<file path="src/rtl/core/krte_pkg.sv">
// Package for the keyed route table engine.
// Holds command and status codes, the beat structs and the stored entry type.
// No dependencies.
package krte_pkg;

    localparam logic [1:0] CMD_INSERT = 2'd0;
    localparam logic [1:0] CMD_REMOVE = 2'd1;
    localparam logic [1:0] CMD_UPDATE = 2'd2;
    localparam logic [1:0] CMD_GC     = 2'd3;

    localparam logic [1:0] ST_OK        = 2'd0;
    localparam logic [1:0] ST_NOT_FOUND = 2'd1;
    localparam logic [1:0] ST_FULL      = 2'd2;

    localparam int ENTRY_W = 64 + 64 + 32 + 16 + 64 + 64;

    typedef struct packed {
        logic [1:0]  cmd;
        logic [63:0] node_id_hi;
        logic [63:0] node_id_lo;
        logic [31:0] latency_value;
        logic [15:0] load_value;
        logic [63:0] entry_ttl;
        logic [63:0] entry_stamp;
        logic [63:0] now_time;
    } t_in_beat;

    typedef struct packed {
        logic [1:0] status;
        logic [6:0] expired_count;
        logic [6:0] entry_count;
    } t_out_beat;

    typedef struct packed {
        logic [63:0] key_hi;
        logic [63:0] key_lo;
        logic [31:0] latency;
        logic [15:0] load;
        logic [63:0] ttl;
        logic [63:0] stamp;
    } t_entry;

endpackage

</file>
<file path="src/rtl/core/krte_match.sv">
// Entry evaluation unit: key compare and expiry test on one stored entry.
// Depends on krte_pkg.
module krte_match (
    input  krte_pkg::t_entry i_entry,
    input  logic [63:0]      i_key_hi,
    input  logic [63:0]      i_key_lo,
    input  logic [63:0]      i_now,
    output logic             o_hit,
    output logic             o_keep
);
    logic [63:0] age;

    assign age    = i_now - i_entry.stamp;
    assign o_hit  = (i_entry.key_hi == i_key_hi) && (i_entry.key_lo == i_key_lo);
    assign o_keep = (i_entry.ttl == 64'd0) || (age <= i_entry.ttl);
endmodule

</file>
<file path="config.mk">
export PLATFORM = sky130hd
export DESIGN_NAME = krte_match
export DESIGN_NICKNAME = d
export VERILOG_FILES = /design/src/rtl/core/krte_pkg.sv /design/src/rtl/core/krte_match.sv
export SDC_FILE = /design/constraint.sdc
export NUM_CORES = 1
export LEC_CHECK = 0
export ABC_AREA = 1
export BUFFER_PORTS_ARGS = -buffer_cell sky130_fd_sc_hd__clkbuf_2
export CAP_MARGIN = 30
export CELL_PAD_IN_SITES_DETAIL_PLACEMENT = 0
export CELL_PAD_IN_SITES_GLOBAL_PLACEMENT = 1
export CORE_AREA = 2 2 192 194
export DETAILED_ROUTE_END_ITERATION = 12
export DIE_AREA = 0 0 194 196
export PLACE_DENSITY_LB_ADDON = 0.1
export SYNTH_ARGS = -nofsm -noshare
export SYNTH_HDL_FRONTEND = slang
export SYNTH_SLANG_ARGS = --single-unit
</file>
<file path="constraint.sdc">
create_clock -name vclk -period 2.85
set_input_delay 0.1425 -clock vclk [all_inputs]
set_output_delay 0.1425 -clock vclk [all_outputs]
set_load 0.02 [all_outputs]
</file>
==> out/qor.yml <==
run_status:
  status: "complete, but fails checks"
  failed_checks: "setup timing"
worst_setup_path:
  critical_path_required_ps: 2710
  crit_start: "i_entry[53]"
  critPathKind: "primary input to output port"
  crit_path_start_kind: "primary input"
  worstPathArrival_ps: 2890
  critical_path.endpoint_type: "output port"
  worst_path_largest_cell_delay_ps: 310
  critical_path_peak_fanout: 4
  worst_path_most_repeated_cell: "nand2_2"
  path_cells: "clkbuf_2 -> inv_1 -> ha_1 -> buf_6 -> nand2_1 -> nand2_2 -> a21oi_2 -> nor2_1 -> nor2_2 -> nand2_2 -> a21oi_4 -> nand2_2 -> nand2_2 -> nand2_2 -> ha_4 -> nand4_1 -> nor3_4 -> nand3b_1 -> nor3_2 -> nor2_1 -> nand2_1 -> clkbuf_8"
  slowest_stage: "ha_1"
route:
  antenna_left: 0
  route.detailed.drc: 0
  drt_first_pass_iters: 6
  vias_per_cell: 4.318
  total_number_of_vias: 13161
  wirelength_microns: 49430
  drt_iter0_markers: 491
  routedWlPerCell_microns: 16.22
yosys:
  synthTopCellsByArea: "nand2_1 (28%), inv_1 (19%), ha_1 (17%)"
  leading_cell_type_by_number_of_instances_after_synthesis: "nand2_1"
  yosys_warnings: 0
  synth_common_cells: "nand2_1 (713), inv_1 (486), nor2_1 (144)"
  synth_cell_types: 28
  syn-num-nets: 2518
  synth.yosys.seq_area_share: 0
  netlist_instances: 1894
  syn_avg_cell_area_sq_um: 5.011
  most_area_hungry_cell_type_in_the_yosys_netlist: "nand2_1"
  synth_top_cell_area_share: 0.2820
  synth_area_sq_um: 9492
power:
  internal_power_uw: 1598
  switching_power_share_of_the_total: 0.5365
  power.clock.fraction: 0
  power_per_cell_area_nw_per_um2: 211.7
  pwr-share-seq: 0
  power.switching_uw: 1850
  power.leakage_uw: 0.009767
  vdd.ir_drop.worst_mv: 0.08955
  pwr-share-comb: 1.000
sta:
  max_freq_mhz: 329.3
  final_max_slew_viol_count: 0
  timing.setup.tns_ps: -187.0
  hold_ws_ps: 876.7
  final_period_minus_worst_setup_slack_ps: 3037
  setup_viol_count_final: 1
  layout_setup_ws_ps: -187.0
  finalCritPeriodShare: 1.066
  setup_repair_after_global_routing_missed_its_margin: "yes"
  timing.max_slew.rel_slack: 0.6623
  worstMarginPinSlew_ps: 501.9
  hold_viol_final: 0
job:
  maxCapViolCount: 0
place:
  port_buffers: 450
  gpl.final_weighted_congestion: 0.9775
  placed_area_sq_um: 13980
  detailed_place_hpwl_microns: 45500
grt:
  grt_use_total: 0.2486
  antenna_found_initial: 3
  grt_pass1_vias: 13334
  grt_max_degree: 7
  global_route_wire_length_before_repair_microns: 73260
  globalRouteOverflowTotal: 0
layout:
  areaGrowthSynthToFinish_pct: 71.55
  final_nets: 3205
  layout.clock_buffers: 0
  regArea_sq_um: 0
  post-route-cell-area_sq_um: 16280
  post_route_cells_drive_above_1_share: 0.4354
  area_used_by_multi_input_combinational_logic_sq_um: 9756
  seq_cell_count: 0
  fillCellCount: 4065
floorplanning:
  fp.dieW_microns: 194
  die_height_microns: 196
  top_level_ports: 498
  core.rowCount: 70
  design.die.area_sq_um: 38020
  placeableCoreArea_sq_um: 36080
  initial_cell_density_of_the_core: 0.2630
clock_network:
  cts-hold-fix-buffers: 0
worst_hold_path:
  holdCritStartpoint: "i_entry[297]"
  hp-class: "primary input to output port"
-- worst max-delay path, delay by kind of cell --
kind	cells	cell delay, ps
and+or+nand+nor	14	1470
AOI/OAI and AO/OA	2	290
buffers and inverters	4	390
adders and majority gates	2	570
-- cells in the final DEF, fill, tap and decap left out, types with 37 or more instances in the layout --
cell type  count
a21oi_1       43
buf_4        219
clkbuf_2     447
ha_1          59
ha_4          67
inv_1        452
nand2_1      539
nand2_2      151
nand2_4       39
nand3_1       37
nor2_1        93
nor2_2        41
xnor2_1      102
xor2_1        42
-- cells by family after synthesis --
group / count (synthesis) / synth area share
simple gates: 1020 / 0.4403
buf+inv: 490 / 0.1938
xor+xnor: 146 / 0.1347
fa+ha+maj: 128 / 0.1695
compound gates: 110 / 0.06169
-- worst paths after layout --
kind,to,slack (ps),depth (start not counted)
worst max-delay path,o_keep,-190,22
worst min-delay path,o_hit,880,9
-- repair_timing --
item / CTS / global route
setup buffers: 5 / 10
pin swaps: 50 / 119
gates resized for setup: 162 / 341
endpoints found under the setup margin: 1 / 1
-- layout make-up --
cell class | count | area share
Timing Repair Buffer | 685 | 0.2517
Antenna cell | 1 | 0.0001537
Inverter | 490 | 0.1131
Tap cell | 468 | 0.03596
Multi-Input combinational cell | 1404 | 0.5991
-- per-layer routing --
| metal | track usage | vias to the layer above | part of all wire |
|---|---|---|---|
| met3 | 0.02424 | 46 | 0.041 |
| met4 | 0.04461 | 4 | 0.025 |
| li1 | - | 7025 | - |
| met2 | 0.4467 | 297 | 0.48 |
| met5 | 0 | - | 0.00045 |
| met1 | 0.3240 | 5789 | 0.46 |
-- power groups by stage --
stage,Combinational (uW),Sequential [uW],Clock [uW]
CTS,3050,0,0
detailed placement,2820,0,0
global placement,2810,0,0
global route,3830,0,0
floorplan,1480,0,0
finish,3450,0,0.0000479
-- stage by stage --
| step | utilization | worst slack (ps) | power (uW) | instances |
|---|---|---|---|---|
| finish | 0.4512 | -187.0 | 3448 | 3048 |
| floorplan | - | 103.9 | 1477 | 1894 |
| CTS | 0.4117 | -233.2 | 3049 | 3037 |
| global route | 0.4512 | -375.6 | 3834 | 3047 |
| global placement | 0.3874 | -582.4 | 2805 | 3032 |
| detailed placement | 0.3874 | -561.4 | 2819 | 3032 |
Note: power is estimated with default switching activity, not from simulation.
