<file path="config.mk">
export PLATFORM = sky130hd
export DESIGN_NAME = krte_ram
export DESIGN_NICKNAME = d
export VERILOG_FILES = /design/src/rtl/core/krte_ram.sv
export SDC_FILE = /design/constraint.sdc
export NUM_CORES = 1
export LEC_CHECK = 0
export ABC_CLOCK_PERIOD_IN_PS = 2900
export BUFFER_PORTS_ARGS = -buffer_cell sky130_fd_sc_hd__buf_2
export CORE_MARGIN = 1
export CORE_UTILIZATION = 58
export CTS_BUF_LIST = sky130_fd_sc_hd__clkbuf_8
export DETAILED_ROUTE_END_ITERATION = 8
export PLACE_DENSITY = 0.78
export RECOVER_POWER = 25
export SYNTH_ARGS = -nofsm -noshare
export SYNTH_HDL_FRONTEND = slang
export SYNTH_SLANG_ARGS = --single-unit
export TNS_END_PERCENT = 5
</file>
<file path="constraint.sdc">
create_clock -name i_clk -period 2.9 [get_ports i_clk]
set_input_delay 0.58 -clock i_clk [delete_from_list [all_inputs] [get_ports i_clk]]
set_output_delay 0.58 -clock i_clk [all_outputs]
set_load 0.005 [all_outputs]
</file>
<file path="src/rtl/core/krte_ram.sv">
// Generic single-port-write, single-port-read RAM with registered read data.
// No dependencies.
module krte_ram #(
    parameter int WIDTH = 8,
    parameter int DEPTH = 64
) (
    input  logic                     i_clk,
    input  logic                     i_we,
    input  logic [$clog2(DEPTH)-1:0] i_waddr,
    input  logic [WIDTH-1:0]         i_wdata,
    input  logic [$clog2(DEPTH)-1:0] i_raddr,
    output logic [WIDTH-1:0]         o_rdata
);
    logic [WIDTH-1:0] r_mem [DEPTH];
    logic [WIDTH-1:0] r_rdata;

    always_ff @(posedge i_clk) begin
        if (i_we) begin
            r_mem[i_waddr] <= i_wdata;
        end
        r_rdata <= r_mem[i_raddr];
    end

    assign o_rdata = r_rdata;
endmodule

</file>
==> results of run 1 <==
==> layer usage <==
layer | part of all wire [%] | track usage [%] | up-vias
met3 | 10 | 6.985 | 71
met5 | 0 | 0 | -
met4 | 2.7 | 9.181 | 0
li1 | - | - | 4284
met2 | 49 | 40.24 | 579
met1 | 38 | 34.64 | 5243
==> final cells by class <==
class	count	share of cell area (%)
clock inverters	61	1.536
repair buffers	144	5.051
flip-flops and latches	520	67.15
diodes	1	0.01082
multi-input cells	369	18.65
clock buffers	87	5.176
well taps	448	2.423
==> placed cells by master (no fill, tap or decap), types with 18 or more instances in the layout <==
master	n
sky130_fd_sc_hd__buf_4	102
sky130_fd_sc_hd__mux2i_1	23
sky130_fd_sc_hd__clkinv_1	18
sky130_fd_sc_hd__inv_1	24
sky130_fd_sc_hd__mux4_2	126
sky130_fd_sc_hd__edfxtp_1	512
sky130_fd_sc_hd__nor2_1	83
sky130_fd_sc_hd__buf_2	19
sky130_fd_sc_hd__clkbuf_8	88
sky130_fd_sc_hd__nand2_1	19
==> cell usage after synthesis (11+ instances only) <==
| cell | count |
|---|---|
| sky130_fd_sc_hd__mux2_2 | 13 |
| sky130_fd_sc_hd__buf_2 | 11 |
| sky130_fd_sc_hd__clkbuf_1 | 17 |
| sky130_fd_sc_hd__mux2i_1 | 23 |
| sky130_fd_sc_hd__edfxtp_1 | 512 |
| sky130_fd_sc_hd__nor2b_1 | 14 |
| sky130_fd_sc_hd__nand3_1 | 13 |
| sky130_fd_sc_hd__mux4_2 | 126 |
| sky130_fd_sc_hd__nor2_1 | 83 |
| sky130_fd_sc_hd__nand2_1 | 19 |
| sky130_fd_sc_hd__buf_4 | 13 |
==> flip-flops by register name, summed over array words and instances, names as in the netlist <==
register and count:
r_mem 512, o_rdata 8
==> how the worst min path moves through the flow <==
stage	end	startpoint	cells past startpoint
floorplan	r_mem[0][0]	i_wdata[0]	0
global placement	o_rdata[4]	r_mem[31][4]	3
detailed placement	o_rdata[7]	r_mem[0][7]	4
CTS	r_mem[29][3]	i_wdata[3]	1
global route	o_rdata[1]	i_raddr[5]	3
finish	o_rdata[2]	i_raddr[5]	3
==> through the flow <==
step | instances | power (mW) | cell area [um^2] | setup slack, ps | hold slack (ps)
floorplan | 940 | 8.934 | 20170 | 652.3 | 678.9
global placement | 1481 | 9.282 | 21600 | 134.3 | 841.8
detailed placement | 1481 | 9.305 | 21600 | 115.7 | 832.2
CTS | 1629 | 15.07 | 23150 | 757.6 | 358.8
global route | 1629 | 15.44 | 23130 | 687.2 | 404.9
finish | 1630 | 14.99 | 23130 | 705.8 | 423.8
==> cell families (layout without fill, tap and decap cells) <==
| logic type | count (synthesis) | count (layout) | synth area share, % |
|---|---|---|---|
| buf+inv | 51 | 292 | 1.570 |
| other cells | 0 | 1 | 0 |
| simple gates | 153 | 153 | 3.387 |
| compound gates | 54 | 54 | 2.072 |
| mux | 162 | 162 | 15.94 |
| flops | 520 | 520 | 77.03 |
==> power by group through the flow <==
stage               registers, mW  logic, mW  clock network (mW)
finish                       8.35      0.803                5.83
global route                 8.35      0.845                6.24
CTS                          8.35      0.803                5.92
detailed placement           8.51      0.799                   0
global placement             8.50      0.780                   0
floorplan                    8.49      0.443                   0
==> worst min-delay path, cell delays in order <==
cell	delay, ps
sky130_fd_sc_hd__buf_2	220
sky130_fd_sc_hd__nand2_1	110
sky130_fd_sc_hd__o2bb2ai_1	60
==> out/results.md, run 1 <==
| Quantity | This run | Unit |
|:---|:---|:---|
| Gr usage total | 25.52 | % |
| Area growth from synthesis to layout | 14.72 | % |
| Power Internal | 11.78 | mW |
| Buffers plus inverters on the worst setup path | 3 | - |
| Worst R2R Path Depth | 5 | - |
| Cell taking the most area after synthesis | sky130_fd_sc_hd__edfxtp_1 | - |
| Top fanout value on the critical path | 21 | - |
| First drt pass iteration count | 5 | - |
| Wire length of the first global-routing pass | 65010 | um |
| Area of the mapped netlist | 20170 | um^2 |
| Number of enable flip-flop cells after synthesis | 512 | - |
| Number of gates resized after cts | 0 | - |
| Number of different library cells in the post-synthesis netlist | 40 | - |
| Hold crit path type | primary input to flop | - |
| Slowest-stage cell, CP | sky130_fd_sc_hd__mux4_2 | - |
| Reg-to-reg setup timing slack | 810 | ps |
| Critical path required time | 3380 | ps |
| First element of the critical path | i_raddr[0] | - |
| CP Data Arrival Time | 2670 | ps |
| Final hold violation count | 0 | - |
| Most instantiated flip-flop cell in the synthesis netlist | sky130_fd_sc_hd__edfxtp_1 | - |
| Initial standard-cell utilization of the core | 59.55 | % |
| Clock power share | 38.9 | % |
| Mean number of vias per cell | 6.244 | - |
| Number of filler cells placed in the layout | 2053 | - |
| Port buffer count | 29 | - |
| Cell types occupying the most area after synthesis | sky130_fd_sc_hd__edfxtp_1 76%, sky130_fd_sc_hd__mux4_2 14%, sky130_fd_sc_hd__nor2_1 1.5%, sky130_fd_sc_hd__mux2i_1 1.1%, sky130_fd_sc_hd__dfxtp_1 0.79% | - |
| Half-perimeter wire length after placement | 27970 | um |
| Sequence of cells on the critical path | clkbuf_8 > buf_12 > buf_4 > mux4_2 > mux2i_1 > a21oi_1 > o21ai_1 > o41ai_1 | - |
| Rows | 67 | - |
| Crit share post-route | 75.66 | % |
| Maximum ir drop on the vdd rail | 450.0 | uV |
| Proportion of layout cells with a drive suffix above 1 | 32.35 | % |
| Die width | 188.5 | um |
| Origin of the critical flop-to-flop path | r_mem[29][6] | - |
| Top delay family on crit path | multiplexers | - |
| Sequential share of the synthesized area | 77.03 | % |
| Sum of negative setup slack | 0 | ps |
| Average routed wire per standard cell | 26.93 | um |
| Post-detailed-route DRC marker count | 0 | - |
| Largest net degree at the start of global routing | 65 | - |
| Outcome | complete, but fails checks | - |
| Number of antenna violations at the first check in global routing | 1 | - |
| Total overflow reported by the global router | 0 | - |
| Proportion of register bits with asynchronous set or reset after synthesis | 0 | % |
| Static leakage | 7.591 | nW |
| Relative contribution of sequential cells to total power | 55.7 | % |
| Maximum operating frequency | 455.7 | MHz |
| Clock Skew | 23.67 | ps |
| Net switching fraction of the power | 21.41 | % |
| RSZ-0062 raised after global routing | no | - |
| Iteration-0 DRC Markers | 1126 | - |
| Combinational group share of total power | 5.4 | % |
| Root Buffer Master | sky130_fd_sc_hd__clkbuf_8 | - |
| Worst-skew pair later-pin latency | 610 | ps |
| Count of maximum capacitance violations | 2 | - |
| Floorplan die area | 35520 | um^2 |
| Net count of the mapped netlist | 962 | - |
| Startpoint type of the worst setup path | primary input | - |
| Logic depth of the worst setup path including buffers | 8 | - |
| Total number of vias | 10180 | - |
| I/O pin total | 30 | - |
| Number of cells produced by synthesis | 940 | - |
| Final antenna-violating net count | 0 | - |
| Post-CTS setup buffer count | 0 | - |
| Finish-stage setup viols | 0 | - |
| Number of nets at the end of the flow | 1138 | - |
| Via count of the first global-routing pass | 10530 | - |
| Clock-pin slew of the registers on the worst-case setup and hold paths | 60 | ps |
| Number of buffers added to fix hold violations after cts | 0 | - |
| Gpl congestion | 0.8674 | - |
| Total power divided by cell area | 647.8 | nW/um^2 |
| CTS buffer count | 81 | - |
| Flop and latch count out of synthesis | 520 | - |
| Total area of multi-input combinational cells | 4315 | um^2 |
| Num Clock Sinks | 520 | - |
| Critical Path Max Stage Delay | 510 | ps |
| Slew Limit Headroom | -19.83 | % |
| Avg Inst Size Synth | 21.45 | um^2 |
| Count of warnings emitted by yosys | 0 | - |
| Post-layout min period | 2194 | ps |
| Failing checks | max-capacitance violations, max-slew violations | - |
| Clock tree from TritonCTS | built | - |
| Net Switching | 3.209 | mW |
| Transition time at the pin with the least slew margin | 1798 | ps |
| Yosys top cell area share | 76.24 | % |
| H-tree level count | 3 | - |
| Finished Core Util | 68.31 | % |
| Sequential cell area | 15530 | um^2 |
| Capturing element of the worst setup path | o_rdata[3] | - |
| Area of the core | 33870 | um^2 |
| Crit Path Class | primary input to flop | - |
| Destination of the worst register-to-register timing path | o_rdata[6] | - |
| Category of the worst setup path capture point | flop | - |
| Die Span Y | 188.5 | um |
| Post-detailed-routing wire length | 43900 | um |
| Number of buffers on the longest clock path | 3 | - |
| Count of final max-slew check failures | 67 | - |
Power figures use the tool's default switching activity.
==> run 2, diff against run 1 <==
--- a/config.mk
+++ b/config.mk
@@ -5,7 +5,7 @@
 export SDC_FILE = /design/constraint.sdc
 export NUM_CORES = 1
 export LEC_CHECK = 0
-export ABC_CLOCK_PERIOD_IN_PS = 2900
+export ABC_CLOCK_PERIOD_IN_PS = 2250
 export BUFFER_PORTS_ARGS = -buffer_cell sky130_fd_sc_hd__buf_2
 export CORE_MARGIN = 1
 export CORE_UTILIZATION = 58
==> constraint.sdc (replaced) <==
create_clock -name i_clk -period 2.25 [get_ports i_clk]
set_input_delay 0.45 -clock i_clk [delete_from_list [all_inputs] [get_ports i_clk]]
set_output_delay 0.45 -clock i_clk [all_outputs]
set_load 0.005 [all_outputs]
==> out/results.md, run 2 (same netlist as run 1, synthesis figures left out) <==
| Quantity | This run | Unit |
|:---|:---|:---|
| Outcome | finished clean | - |
| RSZ-0062 raised after global routing | no | - |
| Static leakage | 7.736 | nW |
| Crit share post-route | 95.89 | % |
| Count of maximum capacitance violations | 0 | - |
| Sequence of cells on the critical path | mux4_2 > mux2_2 > o221a_2 > nor3_1 > o32ai_1 | - |
| Post-detailed-route DRC marker count | 0 | - |
| Top delay family on crit path | multiplexers | - |
| Initial standard-cell utilization of the core | 59.55 | % |
| Die width | 188.5 | um |
| Startpoint type of the worst setup path | flop | - |
| Clock Skew | 32.57 | ps |
| Finish-stage setup viols | 0 | - |
| Top fanout value on the critical path | 1 | - |
| Critical Path Max Stage Delay | 480 | ps |
| Slowest-stage cell, CP | sky130_fd_sc_hd__mux4_2 | - |
| Register bank with the most flops | r_mem | - |
| Num Clock Sinks | 520 | - |
| H-tree level count | 3 | - |
| Die Span Y | 188.5 | um |
| Post-layout min period | 2158 | ps |
| Mean number of vias per cell | 6.179 | - |
| Slew Limit Headroom | 3.074 | % |
| Count of final max-slew check failures | 0 | - |
| Clock tree from TritonCTS | built | - |
| First drt pass iteration count | 5 | - |
| Number of nets at the end of the flow | 1167 | - |
| Number of buffers added to fix hold violations after cts | 0 | - |
| Sum of negative setup slack | 0 | ps |
| DP Area | 21930 | um^2 |
| Gr usage total | 25.65 | % |
| CP Data Arrival Time | 2630 | ps |
| Leading cell type in the layout, fill and taps excluded | sky130_fd_sc_hd__edfxtp_1 | - |
| Hold crit path type | primary input to flop | - |
| Buffers plus inverters on the worst setup path | 0 | - |
| Wire length of the first global-routing pass | 65320 | um |
| Largest net degree at the start of global routing | 65 | - |
| Summed area of non-filler cells in the final layout | 23340 | um^2 |
| Average routed wire per standard cell | 26.44 | um |
| Crit Path Class | flop to flop | - |
| Total power divided by cell area | 812.4 | nW/um^2 |
| Area of the core | 33870 | um^2 |
| Final hold slack | 281.9 | ps |
| Worst-skew pair later-pin latency | 610 | ps |
| Iteration-0 DRC Markers | 1320 | - |
| Max FFs per register | 512 | - |
| Number of antenna violations at the first check in global routing | 3 | - |
| Total overflow reported by the global router | 0 | - |
| Transition time at the pin with the least slew margin | 1454 | ps |
| Proportion of layout cells with a drive suffix above 1 | 34.52 | % |
| Category of the worst setup path capture point | flop | - |
| I/O pin total | 30 | - |
| Rows | 67 | - |
| Number of buffers on the longest clock path | 3 | - |
| Maximum ir drop on the vdd rail | 479.8 | uV |
| Post-CTS setup buffer count | 0 | - |
| Maximum operating frequency | 463.5 | MHz |
| Gpl congestion | 0.8513 | - |
| Critical path required time | 2720 | ps |
| Total number of vias | 10260 | - |
| Final hold violation count | 0 | - |
| Total power | 18.96 | mW |
| Number of gates resized after cts | 0 | - |
| Via count of the first global-routing pass | 10460 | - |
| Area growth from synthesis to layout | 15.75 | % |
| Post-detailed-routing wire length | 43930 | um |
| Floorplan die area | 35520 | um^2 |
| Root Buffer Master | sky130_fd_sc_hd__clkbuf_8 | - |
| Final antenna-violating net count | 0 | - |
| Commonest non-fill, non-tap cells in the layout | 512 x sky130_fd_sc_hd__edfxtp_1, 126 x sky130_fd_sc_hd__mux4_2, 125 x sky130_fd_sc_hd__buf_4, 90 x sky130_fd_sc_hd__clkbuf_8, 83 x sky130_fd_sc_hd__nor2_1 | - |
| Half-perimeter wire length after placement | 28080 | um |
| Clock-pin slew of the registers on the worst-case setup and hold paths | 60 | ps |
| CTS buffer count | 80 | - |
| Port buffer count | 29 | - |
## run 2: changes by cell type in the layout (fill, tap and decap cells not counted)
cell,change
sky130_fd_sc_hd__clkbuf_1,-8
sky130_fd_sc_hd__clkinv_1,-1
sky130_fd_sc_hd__buf_2,+6
sky130_fd_sc_hd__buf_12,+5
sky130_fd_sc_hd__bufinv_16,-4
sky130_fd_sc_hd__inv_1,+1
sky130_fd_sc_hd__clkinv_2,-2
sky130_fd_sc_hd__clkbuf_2,+4
sky130_fd_sc_hd__clkinvlp_4,+1
sky130_fd_sc_hd__clkbuf_8,+2
sky130_fd_sc_hd__buf_4,+23
sky130_fd_sc_hd__diode_2,+4
## run 2: path summary, 6_finish.rpt
path,from,end,slack (ps),cells past startpoint
worst max-delay path,r_mem[29][6],o_rdata[6],90,5
worst max register to register,r_mem[29][6],o_rdata[6],90,5
worst min-delay path,i_raddr[5],o_rdata[2],280,3
worst min register to register,r_mem[30][4],o_rdata[4],840,3
## run 2: layout make-up
| cell class | count | area (um^2) |
|---|---|---|
| diodes | 5 | 12.51 |
| clock buffers | 89 | 1225 |
| clock inverters | 56 | 232.7 |
| fillers | 2054 | 10530 |
| multi-input cells | 369 | 4315 |
| flip-flops and latches | 520 | 15530 |
| well taps | 448 | 560.5 |
| repair buffers | 174 | 1461 |
## run 2: power breakdown
group	internal, mW	switching, mW	total (mW)	leakage (nW)
clock network	3.62	3.49	7.11	0.847
registers	10.7	0.0384	10.8	4.67
logic	0.467	0.613	1.08	2.22
## run 2: metal layers
metal	routed length, um	vias to the layer above	track usage, %
met2	21460	573	40.64
met3	4259	74	6.426
met1	17170	5264	35.44
met4	1039	0	8.375
met5	0	-	0
li1	-	4352	-
## run 2: worst min-delay path: stages
cell and delay, ps:
sky130_fd_sc_hd__buf_2 210, sky130_fd_sc_hd__nand2_1 100, sky130_fd_sc_hd__o2bb2ai_1 60
## run 2: per-stage QoR
step / cells / worst slack, ps / utilization [%]
final: 1661 / 92.40 / 68.92
after floorplan: 940 / 132.3 / -
after global routing: 1657 / 84.95 / 68.89
after global placement: 1511 / -343.5 / 64.76
after detailed placement: 1511 / -381.0 / 64.76
after CTS: 1656 / 102.6 / 69.07
